$ cat src/rtl/assert_macros.svh
// ----------------------------------------------------------------------------
// Assertion macros
// Shared concurrent assertion helpers for the digitizer event deframer.
// ----------------------------------------------------------------------------
`ifndef ASSERT_MACROS_SVH
`define ASSERT_MACROS_SVH

// A property that must hold at every clock edge outside reset.
`define DFR_ASSERT(lbl, clk, rstn, prop, msg) \
  lbl: assert property (@(posedge clk) disable iff (!(rstn)) (prop)) \
    else $error(msg);

// A consequence that must hold in the same cycle as its antecedent.
`define DFR_ASSERT_IMPL(lbl, clk, rstn, ante, cons, msg) \
  `DFR_ASSERT(lbl, clk, rstn, (ante) |-> (cons), msg)

// A consequence that must hold in the cycle after its antecedent.
`define DFR_ASSERT_NEXT(lbl, clk, rstn, ante, cons, msg) \
  `DFR_ASSERT(lbl, clk, rstn, (ante) |=> (cons), msg)

`endif

$ cat src/rtl/dfr_pkg.sv
// ----------------------------------------------------------------------------
// dfr_pkg
// Types, codes and constants shared by the digitizer event deframer files.
// ----------------------------------------------------------------------------
`default_nettype none

package dfr_pkg;

  // Default upper bound on the sample words of one event.
  localparam int MaxSamplesDef = 1024;

  // Configuration register width and its reset value.
  localparam int CfgW = 11;
  localparam logic [CfgW-1:0] CfgReset = 11'd1024;

  // A stream word of all ones always opens a header.
  localparam logic [31:0] HeaderWord = 32'hFFFF_FFFF;

  // Word position codes: before any header, header words, then data.
  localparam logic [3:0] PosIdle   = 4'd0;
  localparam logic [3:0] PosTsLo   = 4'd1;
  localparam logic [3:0] PosTsHi   = 4'd2;
  localparam logic [3:0] PosIcnt   = 4'd3;
  localparam logic [3:0] PosEvnum  = 4'd6;
  localparam logic [3:0] PosFiller = 4'd7;
  localparam logic [3:0] PosData   = 4'd8;

  typedef enum logic {
    CMD_WORD  = 1'b0,
    CMD_FLUSH = 1'b1
  } cmd_e;

  typedef enum logic {
    KIND_SAMPLE  = 1'b0,
    KIND_SUMMARY = 1'b1
  } kind_e;

  typedef enum logic [1:0] {
    QUAL_OK      = 2'd0,
    QUAL_ZERO    = 2'd1,
    QUAL_MISSING = 2'd2
  } qual_e;

  // One result beat as it leaves the core.
  typedef struct packed {
    kind_e        kind;
    logic [9:0]   sample_index;
    logic [15:0]  ch0_sample;
    logic [15:0]  ch1_sample;
    logic [63:0]  timestamp;
    logic [31:0]  internal_count;
    logic [31:0]  event_number;
    logic [10:0]  sample_count;
    qual_e        quality_flag;
    logic         overflow;
  } dfr_result_t;

endpackage

`default_nettype wire

$ cat src/rtl/dfr_channels.sv
// ----------------------------------------------------------------------------
// dfr_channels
// Valid/ready channels of the deframer: stream input, result output and
// configuration write.
// ----------------------------------------------------------------------------
`default_nettype none

interface dfr_in_if;
  logic        valid;
  logic        ready;
  logic        cmd;
  logic [31:0] word;

  modport source (output valid, output cmd, output word, input ready);
  modport sink   (input valid, input cmd, input word, output ready);
endinterface

interface dfr_out_if;
  logic        valid;
  logic        ready;
  logic        kind;
  logic [9:0]  sample_index;
  logic [15:0] ch0_sample;
  logic [15:0] ch1_sample;
  logic [63:0] timestamp;
  logic [31:0] internal_count;
  logic [31:0] event_number;
  logic [10:0] sample_count;
  logic [1:0]  quality_flag;
  logic        overflow;

  modport source (output valid, output kind, output sample_index, output ch0_sample,
                  output ch1_sample, output timestamp, output internal_count,
                  output event_number, output sample_count, output quality_flag,
                  output overflow, input ready);
  modport sink   (input valid, input kind, input sample_index, input ch0_sample,
                  input ch1_sample, input timestamp, input internal_count,
                  input event_number, input sample_count, input quality_flag,
                  input overflow, output ready);
endinterface

interface dfr_cfg_if;
  logic        valid;
  logic        ready;
  logic [10:0] samples_expected;

  modport source (output valid, output samples_expected, input ready);
  modport sink   (input valid, input samples_expected, output ready);
endinterface

`default_nettype wire

$ cat src/rtl/dfr_core.sv
// ----------------------------------------------------------------------------
// dfr_core
// Event state of the deframer: word position, sample count, quality flags
// and header fields, with the result for the item being consumed.
// ----------------------------------------------------------------------------
`default_nettype none
`include "assert_macros.svh"

module dfr_core #(
  parameter int MAX_SAMPLES = dfr_pkg::MaxSamplesDef
) (
  input  wire logic                 clk_i,
  input  wire logic                 rst_ni,
  input  wire logic [10:0]          samples_expected_i,
  input  wire logic                 adv_i,
  input  wire logic                 cmd_i,
  input  wire logic [31:0]          word_i,
  output logic                      gen_o,
  output dfr_pkg::dfr_result_t      res_o
);
  import dfr_pkg::*;

  // The register is 11 bits wide, so the usable bound never passes 2047.
  localparam logic [10:0] MaxClamp =
      (MAX_SAMPLES > 2047) ? 11'd2047 : 11'(MAX_SAMPLES);
  localparam int CntW = $clog2(int'(MaxClamp) + 1);

  logic [3:0]      pos_q, pos_d;
  logic [CntW-1:0] stored_q, stored_d;
  logic            zero_q, zero_d;
  logic            excess_q, excess_d;
  logic [31:0]     ts_lo_q, ts_lo_d;
  logic [63:0]     ev_time_q, ev_time_d;
  logic [31:0]     icnt_q, icnt_d;
  logic [31:0]     ev_id_q, ev_id_d;
  logic            ev_seen_q, ev_seen_d;

  logic [10:0]     expected;
  logic [10:0]     stored_ext;
  logic            missing;
  dfr_result_t     summ;
  dfr_result_t     res;
  logic            gen;
  logic [15:0]     lo, hi;

  // Expected count, clamped to one and the parameter bound.
  always_comb begin
    if (samples_expected_i == 11'd0) begin
      expected = 11'd1;
    end else if (samples_expected_i > MaxClamp) begin
      expected = MaxClamp;
    end else begin
      expected = samples_expected_i;
    end
  end

  assign stored_ext = 11'(stored_q);
  assign missing    = stored_ext < expected;
  assign lo         = word_i[15:0];
  assign hi         = word_i[31:16];

  // Summary of the event gathered so far.
  always_comb begin
    summ                = '0;
    summ.kind           = KIND_SUMMARY;
    summ.timestamp      = ev_time_q;
    summ.internal_count = icnt_q;
    summ.event_number   = ev_id_q;
    summ.sample_count   = stored_ext;
    summ.overflow       = excess_q;
    if (missing) begin
      summ.quality_flag = QUAL_MISSING;
    end else if (zero_q) begin
      summ.quality_flag = QUAL_ZERO;
    end else begin
      summ.quality_flag = QUAL_OK;
    end
  end

  // Decode of the item and the next event state.
  always_comb begin
    pos_d     = pos_q;
    stored_d  = stored_q;
    zero_d    = zero_q;
    excess_d  = excess_q;
    ts_lo_d   = ts_lo_q;
    ev_time_d = ev_time_q;
    icnt_d    = icnt_q;
    ev_id_d   = ev_id_q;
    ev_seen_d = ev_seen_q;
    gen       = 1'b0;
    res       = '0;
    res.kind  = KIND_SAMPLE;

    priority if (cmd_i == CMD_FLUSH) begin
      // End of stream: always summarise, then start afresh.
      gen       = 1'b1;
      res       = summ;
      stored_d  = '0;
      zero_d    = 1'b0;
      excess_d  = 1'b0;
      ev_time_d = '0;
      pos_d     = PosIdle;
    end else if (word_i == HeaderWord) begin
      // A header closes the previous event only if one was seen.
      if (ev_seen_q) begin
        gen       = 1'b1;
        res       = summ;
        stored_d  = '0;
        zero_d    = 1'b0;
        excess_d  = 1'b0;
        ev_time_d = '0;
      end
      pos_d = PosTsLo;
    end else if (pos_q >= PosTsLo && pos_q <= PosFiller) begin
      // Header words: capture the fields that matter.
      unique case (pos_q)
        PosTsLo:  ts_lo_d = word_i;
        PosTsHi:  ev_time_d = {word_i, ts_lo_q};
        PosIcnt:  icnt_d = word_i;
        PosEvnum: begin
          ev_id_d   = word_i;
          ev_seen_d = 1'b1;
        end
        default: ;
      endcase
      pos_d = pos_q + 4'd1;
    end else begin
      // Data word: store it while room remains, otherwise drop and flag it.
      gen            = 1'b1;
      res.ch0_sample = lo;
      res.ch1_sample = hi;
      if (missing) begin
        res.sample_index = stored_ext[9:0];
        if (lo == 16'd0 || hi == 16'd0) begin
          zero_d = 1'b1;
        end
        stored_d = stored_q + CntW'(1);
      end else begin
        excess_d     = 1'b1;
        res.overflow = 1'b1;
      end
    end
  end

  assign gen_o = gen;
  assign res_o = res;

  // State registers, updated only when the item is consumed.
  always_ff @(posedge clk_i or negedge rst_ni) begin
    if (!rst_ni) begin
      pos_q     <= PosIdle;
      stored_q  <= '0;
      zero_q    <= 1'b0;
      excess_q  <= 1'b0;
      ts_lo_q   <= '0;
      ev_time_q <= '0;
      icnt_q    <= '0;
      ev_id_q   <= '0;
      ev_seen_q <= 1'b0;
    end else if (adv_i) begin
      pos_q     <= pos_d;
      stored_q  <= stored_d;
      zero_q    <= zero_d;
      excess_q  <= excess_d;
      ts_lo_q   <= ts_lo_d;
      ev_time_q <= ev_time_d;
      icnt_q    <= icnt_d;
      ev_id_q   <= ev_id_d;
      ev_seen_q <= ev_seen_d;
    end
  end

  `DFR_ASSERT(a_pos_range, clk_i, rst_ni, pos_q <= PosData, "word position out of range")
  `DFR_ASSERT_IMPL(a_flush_gen, clk_i, rst_ni, adv_i && cmd_i == CMD_FLUSH, gen_o, "flush gave no summary")
  `DFR_ASSERT_NEXT(a_flush_clear, clk_i, rst_ni, adv_i && cmd_i == CMD_FLUSH, pos_q == PosIdle && stored_q == '0 && !excess_q, "flush did not clear the event")

endmodule

`default_nettype wire

$ cat src/rtl/digitizer_event_deframer.sv
// ----------------------------------------------------------------------------
// digitizer_event_deframer
// Splits a digitizer word stream into sample pair results and event summaries.
// ----------------------------------------------------------------------------
// The block accepts one beat per clock cycle and gives at most one result per
// beat, shown on the output channel from the output register. A beat is
// held in an input register, decoded against the event state by a short path
// of logic, and its result is placed in an output register; the input side
// keeps accepting while a finished result waits there, and stalls only when
// that register is still full and the waiting beat would produce a result.
// The expected sample count is written through the configuration channel,
// which is always ready, and should be changed only while the block is idle.
`default_nettype none
`include "assert_macros.svh"

module digitizer_event_deframer #(
  parameter int MAX_SAMPLES = dfr_pkg::MaxSamplesDef
) (
  input  wire logic  clk_i,
  input  wire logic  rst_ni,
  dfr_cfg_if.sink    cfg_i,
  dfr_in_if.sink     in_i,
  dfr_out_if.source  out_o
);
  import dfr_pkg::*;

  logic [CfgW-1:0] cfg_q;

  logic            s1_valid_q, s1_valid_d;
  logic            s1_cmd_q;
  logic [31:0]     s1_word_q;
  logic            s1_adv;

  logic            out_valid_q, out_valid_d;
  dfr_result_t     out_q;
  logic            out_free;

  logic            gen;
  dfr_result_t     res;

  // Configuration register.
  assign cfg_i.ready = 1'b1;

  always_ff @(posedge clk_i or negedge rst_ni) begin
    if (!rst_ni) begin
      cfg_q <= CfgReset;
    end else if (cfg_i.valid) begin
      cfg_q <= cfg_i.samples_expected;
    end
  end

  // Event decode and state.
  dfr_core #(
    .MAX_SAMPLES(MAX_SAMPLES)
  ) u_core (
    .clk_i             (clk_i),
    .rst_ni            (rst_ni),
    .samples_expected_i(cfg_q),
    .adv_i             (s1_adv),
    .cmd_i             (s1_cmd_q),
    .word_i            (s1_word_q),
    .gen_o             (gen),
    .res_o             (res)
  );

  // Pipeline flow: a beat leaves the input register unless its result
  // would land on a full, stalled output register.
  assign out_free    = !out_valid_q || out_o.ready;
  assign s1_adv      = s1_valid_q && (out_free || !gen);
  assign in_i.ready  = !s1_valid_q || s1_adv;

  always_comb begin
    s1_valid_d = s1_valid_q;
    if (in_i.ready) begin
      s1_valid_d = in_i.valid;
    end
    out_valid_d = out_valid_q;
    if (s1_adv && gen) begin
      out_valid_d = 1'b1;
    end else if (out_o.ready) begin
      out_valid_d = 1'b0;
    end
  end

  always_ff @(posedge clk_i or negedge rst_ni) begin
    if (!rst_ni) begin
      s1_valid_q  <= 1'b0;
      out_valid_q <= 1'b0;
    end else begin
      s1_valid_q  <= s1_valid_d;
      out_valid_q <= out_valid_d;
    end
  end

  // Payload registers.
  always_ff @(posedge clk_i) begin
    if (in_i.ready && in_i.valid) begin
      s1_cmd_q  <= in_i.cmd;
      s1_word_q <= in_i.word;
    end
    if (s1_adv && gen) begin
      out_q <= res;
    end
  end

  // Output channel.
  assign out_o.valid          = out_valid_q;
  assign out_o.kind           = out_q.kind;
  assign out_o.sample_index   = out_q.sample_index;
  assign out_o.ch0_sample     = out_q.ch0_sample;
  assign out_o.ch1_sample     = out_q.ch1_sample;
  assign out_o.timestamp      = out_q.timestamp;
  assign out_o.internal_count = out_q.internal_count;
  assign out_o.event_number   = out_q.event_number;
  assign out_o.sample_count   = out_q.sample_count;
  assign out_o.quality_flag   = out_q.quality_flag;
  assign out_o.overflow       = out_q.overflow;

  `DFR_ASSERT_NEXT(a_s1_hold, clk_i, rst_ni, s1_valid_q && !s1_adv, s1_valid_q, "stalled beat was lost")
  `DFR_ASSERT_IMPL(a_drop_index, clk_i, rst_ni, out_valid_q && out_q.kind == KIND_SAMPLE && out_q.overflow, out_q.sample_index == 10'd0, "dropped word carries an index")

endmodule

`default_nettype wire
$ cat src/flat_wrapper.sv
// flat-port wrapper written by rule: the top's interface ports become plain ports
module digitizer_event_deframer_flat import dfr_pkg::*;
#(
  parameter int MAX_SAMPLES = dfr_pkg::MaxSamplesDef
)
  (clk_i, rst_ni, cfg_i_valid, cfg_i_samples_expected, cfg_i_ready, in_i_valid, in_i_cmd, in_i_word, in_i_ready, out_o_valid, out_o_kind, out_o_sample_index, out_o_ch0_sample, out_o_ch1_sample, out_o_timestamp, out_o_internal_count, out_o_event_number, out_o_sample_count, out_o_quality_flag, out_o_overflow, out_o_ready);
  dfr_cfg_if cfg_i_i ();
  dfr_in_if in_i_i ();
  dfr_out_if out_o_i ();
  input  wire logic clk_i;
  input  wire logic rst_ni;
  input wire logic [$bits(cfg_i_i.valid)-1:0] cfg_i_valid;
  input wire logic [$bits(cfg_i_i.samples_expected)-1:0] cfg_i_samples_expected;
  output wire logic [$bits(cfg_i_i.ready)-1:0] cfg_i_ready;
  input wire logic [$bits(in_i_i.valid)-1:0] in_i_valid;
  input wire logic [$bits(in_i_i.cmd)-1:0] in_i_cmd;
  input wire logic [$bits(in_i_i.word)-1:0] in_i_word;
  output wire logic [$bits(in_i_i.ready)-1:0] in_i_ready;
  output wire logic [$bits(out_o_i.valid)-1:0] out_o_valid;
  output wire logic [$bits(out_o_i.kind)-1:0] out_o_kind;
  output wire logic [$bits(out_o_i.sample_index)-1:0] out_o_sample_index;
  output wire logic [$bits(out_o_i.ch0_sample)-1:0] out_o_ch0_sample;
  output wire logic [$bits(out_o_i.ch1_sample)-1:0] out_o_ch1_sample;
  output wire logic [$bits(out_o_i.timestamp)-1:0] out_o_timestamp;
  output wire logic [$bits(out_o_i.internal_count)-1:0] out_o_internal_count;
  output wire logic [$bits(out_o_i.event_number)-1:0] out_o_event_number;
  output wire logic [$bits(out_o_i.sample_count)-1:0] out_o_sample_count;
  output wire logic [$bits(out_o_i.quality_flag)-1:0] out_o_quality_flag;
  output wire logic [$bits(out_o_i.overflow)-1:0] out_o_overflow;
  input wire logic [$bits(out_o_i.ready)-1:0] out_o_ready;
  assign cfg_i_i.valid = cfg_i_valid;
  assign cfg_i_i.samples_expected = cfg_i_samples_expected;
  assign cfg_i_ready = cfg_i_i.ready;
  assign in_i_i.valid = in_i_valid;
  assign in_i_i.cmd = in_i_cmd;
  assign in_i_i.word = in_i_word;
  assign in_i_ready = in_i_i.ready;
  assign out_o_valid = out_o_i.valid;
  assign out_o_kind = out_o_i.kind;
  assign out_o_sample_index = out_o_i.sample_index;
  assign out_o_ch0_sample = out_o_i.ch0_sample;
  assign out_o_ch1_sample = out_o_i.ch1_sample;
  assign out_o_timestamp = out_o_i.timestamp;
  assign out_o_internal_count = out_o_i.internal_count;
  assign out_o_event_number = out_o_i.event_number;
  assign out_o_sample_count = out_o_i.sample_count;
  assign out_o_quality_flag = out_o_i.quality_flag;
  assign out_o_overflow = out_o_i.overflow;
  assign out_o_i.ready = out_o_ready;
  digitizer_event_deframer #(.MAX_SAMPLES(MAX_SAMPLES)) u_core (.clk_i(clk_i), .rst_ni(rst_ni), .cfg_i(cfg_i_i), .in_i(in_i_i), .out_o(out_o_i));
endmodule
$ cat config.mk
export PLATFORM = sky130hd
export DESIGN_NAME = digitizer_event_deframer_flat
export DESIGN_NICKNAME = d
export VERILOG_FILES = /design/src/rtl/dfr_pkg.sv /design/src/rtl/dfr_channels.sv /design/src/rtl/dfr_core.sv /design/src/rtl/digitizer_event_deframer.sv /design/src/flat_wrapper.sv
export VERILOG_INCLUDE_DIRS = /design/src /design/src/rtl
export SDC_FILE = /design/constraint.sdc
export NUM_CORES = 1
export LEC_CHECK = 0
export BUFFER_PORTS_ARGS = -buffer_cell sky130_fd_sc_hd__buf_4
export CORE_MARGIN = 5
export CORE_UTILIZATION = 57
export DETAILED_ROUTE_END_ITERATION = 16
export PLACE_DENSITY = 0.92
export SYNTH_ARGS = -nofsm -noshare
export SYNTH_HDL_FRONTEND = slang
export SYNTH_SLANG_ARGS = --single-unit
$ cat constraint.sdc
create_clock -name clk_i -period 6.7 [get_ports clk_i]
set_input_delay 1.005 -clock clk_i [delete_from_list [all_inputs] [get_ports clk_i]]
set_output_delay 1.005 -clock clk_i [all_outputs]
set_load 0.1 [all_outputs]
==> impl_metrics.env, run 1 <==
export IMPL_worst_slew_pin_slew_ns=1.272
export IMPL_fin_crit_ns=4.908
export IMPL_endpoint_kind="flip-flop"
export IMPL_grt_max_degree=186
export IMPL_grt_usage_pct=25.78
export IMPL_cts_hold_buf=0
export IMPL_routedWlPerCell_um=23.16
export IMPL_startpoint_type="flip-flop"
export IMPL_yosys_area_top_type="edfxtp_1"
export IMPL_dieArea_sq_mm=0.03166
export IMPL_postCtsSetupBuffers=0
export IMPL_layout_area_seq_sq_mm=0.01133
export IMPL_port_buffers=235
export IMPL_cp_required_ns=7.11
export IMPL_max_slew_margin_pct=15.12
export IMPL_cap_violations=0
export IMPL_outcome="finished, final reports clean"
export IMPL_clk_pin_slew_worst_paths_ns=0.07
export IMPL_grt_ovfl_total=0
export IMPL_p_leak_nw=8.390
export IMPL_diodes=0
export IMPL_antenna_found_initial=2
export IMPL_routed_via_density=6.074
export IMPL_drt_iter0_markers=1561
export IMPL_core_area_sq_mm=0.02778
export IMPL_dp_hpwl_um=25780
export IMPL_crit_chain="nand4_1 > nor4_1 > a41oi_1 > buf_4 > inv_4 > a31oi_4 > buf_4 > or2_2 > o21ai_0"
export IMPL_yosys_warnings=0
export IMPL_place_inst=1703
export IMPL_worst_path_most_repeated_cell="buf_4"
export IMPL_synth_top_area_share_pct=40.73
export IMPL_synthFlopType="edfxtp_1"
export IMPL_period_share_pct=73.25
export IMPL_timing_final_hold_violations=0
export IMPL_slew_violations=0
export IMPL_worstPathArrival_ns=5.32
export IMPL_synth_area_per_cell_sq_um=14.00
export IMPL_synth_nets=1212
export IMPL_rsz0062_at_grt="false"
export IMPL_ys_ff_latch=409
export IMPL_routabilityCongestion=0.9021
export IMPL_setup_violations=0
export IMPL_postPlaceCellArea_sq_mm=0.01812
export IMPL_cts_buffer_depth=3
export IMPL_dieHeight_um=177.9
export IMPL_insertion_delay_ns=0.54
export IMPL_rows=61
export IMPL_fp_dieW_um=177.9
export IMPL_root_buffer="clkbuf_16"
export IMPL_ant_nets=0
export IMPL_synth_distinct_cells=50
export IMPL_ios=237
export IMPL_final_util_pct=69.91
export IMPL_final_layout_size_suffix_gt1_share_pct=30.45
export IMPL_dr_pass1_iters=6
export IMPL_cp_slowest_cell="nor4_1"
export IMPL_numCtsBuffers=40
export IMPL_critPathKind="reg -> reg"
export IMPL_worst_slack_ns=1.793
export IMPL_finalSetupTns_ns=0
export IMPL_design_area_sq_mm=0.01942
export IMPL_p_per_area_mw_per_mm2=544.4
export IMPL_num_fill_cells=1737
export IMPL_routed_wl_um=41150
export IMPL_area_delta_synth_final_pct=20.84
export IMPL_multi_input_area_sq_mm=0.004434
export IMPL_synth_edf_count=218
export IMPL_final_nets=1431
export IMPL_min_path_type="reg -> reg"
export IMPL_cts_tree="done"
export IMPL_ys_seq_area_share_pct=70.47
export IMPL_grt_pass1_vias=10690
export IMPL_vias=10790
export IMPL_drc=0
export IMPL_postSynth_asyncResetShare_pct=46.70
export IMPL_htreeDepth=2
export IMPL_synth_area_sq_mm=0.01607
export IMPL_finalNonFillerCells=1777
export IMPL_syn_inst=1148
export IMPL_grt_pass1_wl_um=62930
export IMPL_cpPeakStageDelay_ns=1.04
export IMPL_start_util_pct=57.85
export IMPL_cts_resized=0
export IMPL_place_ws_ns=2.152
export IMPL_fmax_mhz=203.8
export IMPL_fin_skew_ns=0.01928
export IMPL_crit_fanout=141
export IMPL_synth_area_top_cells="edfxtp_1 (41%), dfrtp_1 (30%), mux2_2 (7.4%), and2_1 (5.4%), nand2_1 (2.4%)"
export IMPL_cts_sinks=409
export IMPL_peakVddDrop_v=0.0003633
## cell usage in the layout, fill, tap and decap left out, types with 2 or more instances in the layout
cell and count:
buf_4 240, edfxtp_1 218, dfrtp_1 190, and2_1 138
mux2_2 106, nand2_1 101, o21ai_0 75, o21ai_1 60
clkbuf_16 42, and3_1 40, nand4_1 18, ha_1 15
inv_1 14, nor2_1 13, nor4_1 13, nand3_1 11
clkbuf_1 11, nor3_1 10, clkinv_2 10, a21oi_1 6
clkbuf_8 6, a21o_1 5, or3_1 4, nand2b_1 3
mux2i_1 3, a211oi_1 3, a31oi_4 3, or2_2 3
o211ai_1 3, or4_1 3, a2111oi_0 2, a22o_1 2
nand3_2 2, clkinv_1 2, bufinv_16 2
## layout make-up
type	count	share of cell area, %
Multi-Input combinational cell	659	22.83
Clock inverter	16	0.7280
Inverter	16	0.3608
Tap cell	378	2.435
Sequential cell	409	58.32
Clock buffer	58	5.978
Timing Repair Buffer	241	9.347
## sequential cells by signal, indices dropped and copies added (netlist names), 16 cells and up
register and cells:
u_core.out_o.timestamp 64, u_core.u_core.ev_time_q 64, u_core.out_o.event_number 32, u_core.out_o.internal_count 32, u_core.s1_word_q 32, u_core.u_core.ev_id_q 32, u_core.u_core.icnt_q 32, u_core.u_core.ts_lo_q 32
u_core.out_o.ch0_sample 16, u_core.out_o.ch1_sample 16
## synth_stat cells, types with 2 or more instances
library cell	count
a2111oi_0	2
a211oi_1	3
a21o_1	5
a21oi_1	6
a22o_1	2
a31oi_1	4
and2_1	138
and3_1	40
buf_2	5
buf_4	7
buf_6	7
clkbuf_1	44
dfrtp_1	190
edfxtp_1	218
ha_1	15
inv_1	16
mux2_2	106
mux2i_1	3
nand2_1	101
nand2b_1	3
nand3_1	13
nand4_1	18
nor2_1	13
nor3_1	10
nor4_1	13
o211ai_1	3
o21ai_0	75
o21ai_1	60
or2_2	2
or3_1	4
or4_1	3
## worst paths after layout
check,endpoint,depth (start not counted),slack (ns),from
min reg2reg,u_core.u_core.zero_q,2,0.47,u_core.u_core.zero_q
min,u_core.u_core.zero_q,2,0.47,u_core.u_core.zero_q
min in group asynchronous,u_core.cfg_q[0],1,0.57,rst_ni
max in group asynchronous,u_core.u_core.ev_time_q[0],2,4.59,rst_ni
max,u_core.u_core.ev_time_q[0],9,1.79,u_core.s1_word_q[7]
max reg2reg,u_core.u_core.ev_time_q[0],9,1.79,u_core.s1_word_q[7]
## cell families after synthesis
| logic type | after synthesis | synth area share [%] |
|---|---|---|
| AOI/OAI and AO/OA | 173 | 6.173 |
| buffers and inverters | 80 | 2.398 |
| adders and majority gates | 15 | 1.168 |
| and+or+nand+nor | 361 | 12.15 |
| DFF | 409 | 70.47 |
| other | 1 | 0.02333 |
| muxes | 109 | 7.613 |
## power by group
group	switching (mW)	leakage, nW	internal [mW]	total (mW)
Combinational	3.45	3.11	0.873	4.33
Clock	0.932	0.644	1.29	2.22
Sequential	0.454	4.63	3.57	4.03
Total	4.84	8.39	5.73	10.6
## metrics by stage
| stage | power (mW) | hold WS, ns |
|---|---|---|
| CTS | 10.56 | 0.4783 |
| detailed placement | 8.324 | 0.4649 |
| global placement | 8.211 | 0.4585 |
| floorplan | 7.331 | 0.4418 |
| global route | 10.91 | 0.5015 |
| finish | 10.57 | 0.4738 |
## worst max-delay path: cells and delay by family (launching register included)
family	cells	cell delay (ns)
AOI/OAI and AO/OA	3	0.67
buffers and inverters	3	1.46
and+or+nand+nor	3	2.05
DFF	1	0.54
## per-layer routing
metal / up-vias / track usage [%] / wire length (um)
li1: 4555 / - / -
met1: 5397 / 36.06 / 15910
met2: 713 / 39.69 / 19290
met3: 126 / 6.391 / 4162
met4: 2 / 9.604 / 1767
met5: - / 0 / 18
(Power assumes the default switching activity.)
==> run 2, diff against run 1 <==
Clock period 6.7 ns to 4.6 ns, I/O delays scaled along.
==> run 2 against run 1 <==
Effect of this change: cell count increased by 0.56%; sequential power increased by 45%; core utilization increased by 0.55 points; combinational power grew 46%; worst setup slack got worse by 1.5 ns; clock skew decreased by 0.0031 ns; non-clock buffer count is 8 higher; via count down 1.9%.
==> impl_metrics.env, run 2 (synthesis results as in run 1) <==
export IMPL_startpoint="u_core.s1_word_q[22]"
export IMPL_r2r_slack_ns=0.78
export IMPL_worstReg2RegEnd="u_core.u_core.stored_ext[7]"
export IMPL_dieHeight_um=177.9
export IMPL_cts_buffer_depth=3
export IMPL_start_util_pct=57.85
export IMPL_startpoint_type="flip-flop"
export IMPL_final_nets=1440
export IMPL_p_total_mw=15.50
export IMPL_crit_fanout=7
export IMPL_num_fill_cells=1815
export IMPL_fin_crit_ns=4.267
export IMPL_fp_dieW_um=177.9
export IMPL_max_slew_margin_pct=10.74
export IMPL_fin_skew_ns=0.01618
export IMPL_cts_sinks=409
export IMPL_diodes=0
export IMPL_worstPathArrival_ns=3.58
export IMPL_drt_iter0_markers=1235
export IMPL_clk_pin_slew_worst_paths_ns=0.06
export IMPL_p_per_area_mw_per_mm2=791.6
export IMPL_antenna_found_initial=0
export IMPL_core_area_sq_mm=0.02778
export IMPL_grt_usage_pct=25.84
export IMPL_ios=237
export IMPL_routabilityCongestion=0.8689
export IMPL_finalNonFillerCells=1787
export IMPL_rows=61
export IMPL_postCtsSetupBuffers=0
export IMPL_area_delta_synth_final_pct=21.78
export IMPL_timing_final_hold_violations=0
export IMPL_routed_wl_um=41290
export IMPL_place_inst=1711
export IMPL_outcome="finished, final reports clean"
export IMPL_crit_reg2reg_launch="u_core.s1_word_q[22]"
export IMPL_final_common_cell="buf_4"
export IMPL_root_buffer="clkbuf_16"
export IMPL_endpoint_kind="output pin"
export IMPL_cts_tree="done"
export IMPL_grt_pass1_vias=10600
export IMPL_finalSetupTns_ns=0
export IMPL_design_area_sq_mm=0.01957
export IMPL_cts_hold_buf=0
export IMPL_rsz0062_at_grt="false"
export IMPL_slew_violations=0
export IMPL_numCtsBuffers=41
export IMPL_worst_slew_pin_slew_ns=1.339
export IMPL_setup_violations=0
export IMPL_period_share_pct=92.76
export IMPL_min_path_type="in -> async"
export IMPL_routed_via_density=5.926
export IMPL_dieArea_sq_mm=0.03166
export IMPL_routedWlPerCell_um=23.11
export IMPL_port_buffers=235
export IMPL_cts_resized=0
export IMPL_final_layout_size_suffix_gt1_share_pct=31.01
export IMPL_grt_ovfl_total=0
export IMPL_ant_nets=0
export IMPL_postPlaceCellArea_sq_mm=0.01821
export IMPL_peakVddDrop_v=0.0006262
export IMPL_dp_hpwl_um=25900
export IMPL_cap_violations=0
export IMPL_dr_pass1_iters=5
export IMPL_htreeDepth=2
export IMPL_p_leak_nw=8.457
export IMPL_vias=10590
export IMPL_grt_max_degree=103
export IMPL_cp_required_ns=3.91
export IMPL_critPathKind="reg -> out"
export IMPL_grt_pass1_wl_um=62860
export IMPL_reg2reg_depth=9
export IMPL_fmax_mhz=234.3
export IMPL_layout_common_cells="buf_4 (245), edfxtp_1 (218), dfrtp_1 (189), and2_1 (138), mux2_2 (106)"
export IMPL_insertion_delay_ns=0.53
export IMPL_drc=0
[run 2: critical path, stage by stage, from the launching register on]
cell,delay [ns]
edfxtp_1,0.50
nand2_1,0.12
nor3_1,0.83
nand3_1,0.39
mux2i_1,0.25
a211oi_1,0.51
inv_1,0.18
buf_4,0.28
[run 2: worst max path at each step]
stage,end,slack (ns)
detailed placement,u_core.u_core.stored_ext[7],0.81
CTS,in_i_ready,0.36
floorplan,u_core.out_o.ch0_sample[0],0.02
finish,in_i_ready,0.33
global route,in_i_ready,0.23
global placement,u_core.u_core.stored_ext[7],0.97
[run 2: layout make-up]
class / instances / area (sq um) / area share (%)
flip-flops and latches: 409 / 11330 / 57.88
multi-input cells: 659 / 4434 / 22.65
repair buffers: 249 / 1913 / 9.774
clock buffers: 57 / 1210 / 6.181
well taps: 378 / 473.0 / 2.416
clock inverters: 19 / 150.1 / 0.7671
inverters: 16 / 65.06 / 0.3324
[run 2: power breakdown]
part	switching [mW]	total (mW)	internal, mW
sequential	0.655	5.84	5.19
combinational	5.03	6.34	1.31
clock	1.36	3.31	1.95
[run 2: routing by layer]
metal | part of all wire (%) | vias to the layer above | GRT usage, %
li1 | - | 4595 | -
met1 | 40 | 5289 | 36.62
met2 | 49 | 614 | 41.56
met3 | 8.8 | 92 | 5.518
met4 | 2.6 | 0 | 6.284
met5 | 0 | - | 0
[run 2: through the flow]
stage | hold slack (ns) | util [%] | setup WS (ns)
floorplan | 0.3944 | - | 0.02327
global placement | 0.4750 | 65.56 | 0.9694
detailed placement | 0.4655 | 65.56 | 0.8138
CTS | 0.3012 | 70.46 | 0.3567
global route | 0.3283 | 70.46 | 0.2292
finish | 0.2537 | 70.46 | 0.3328
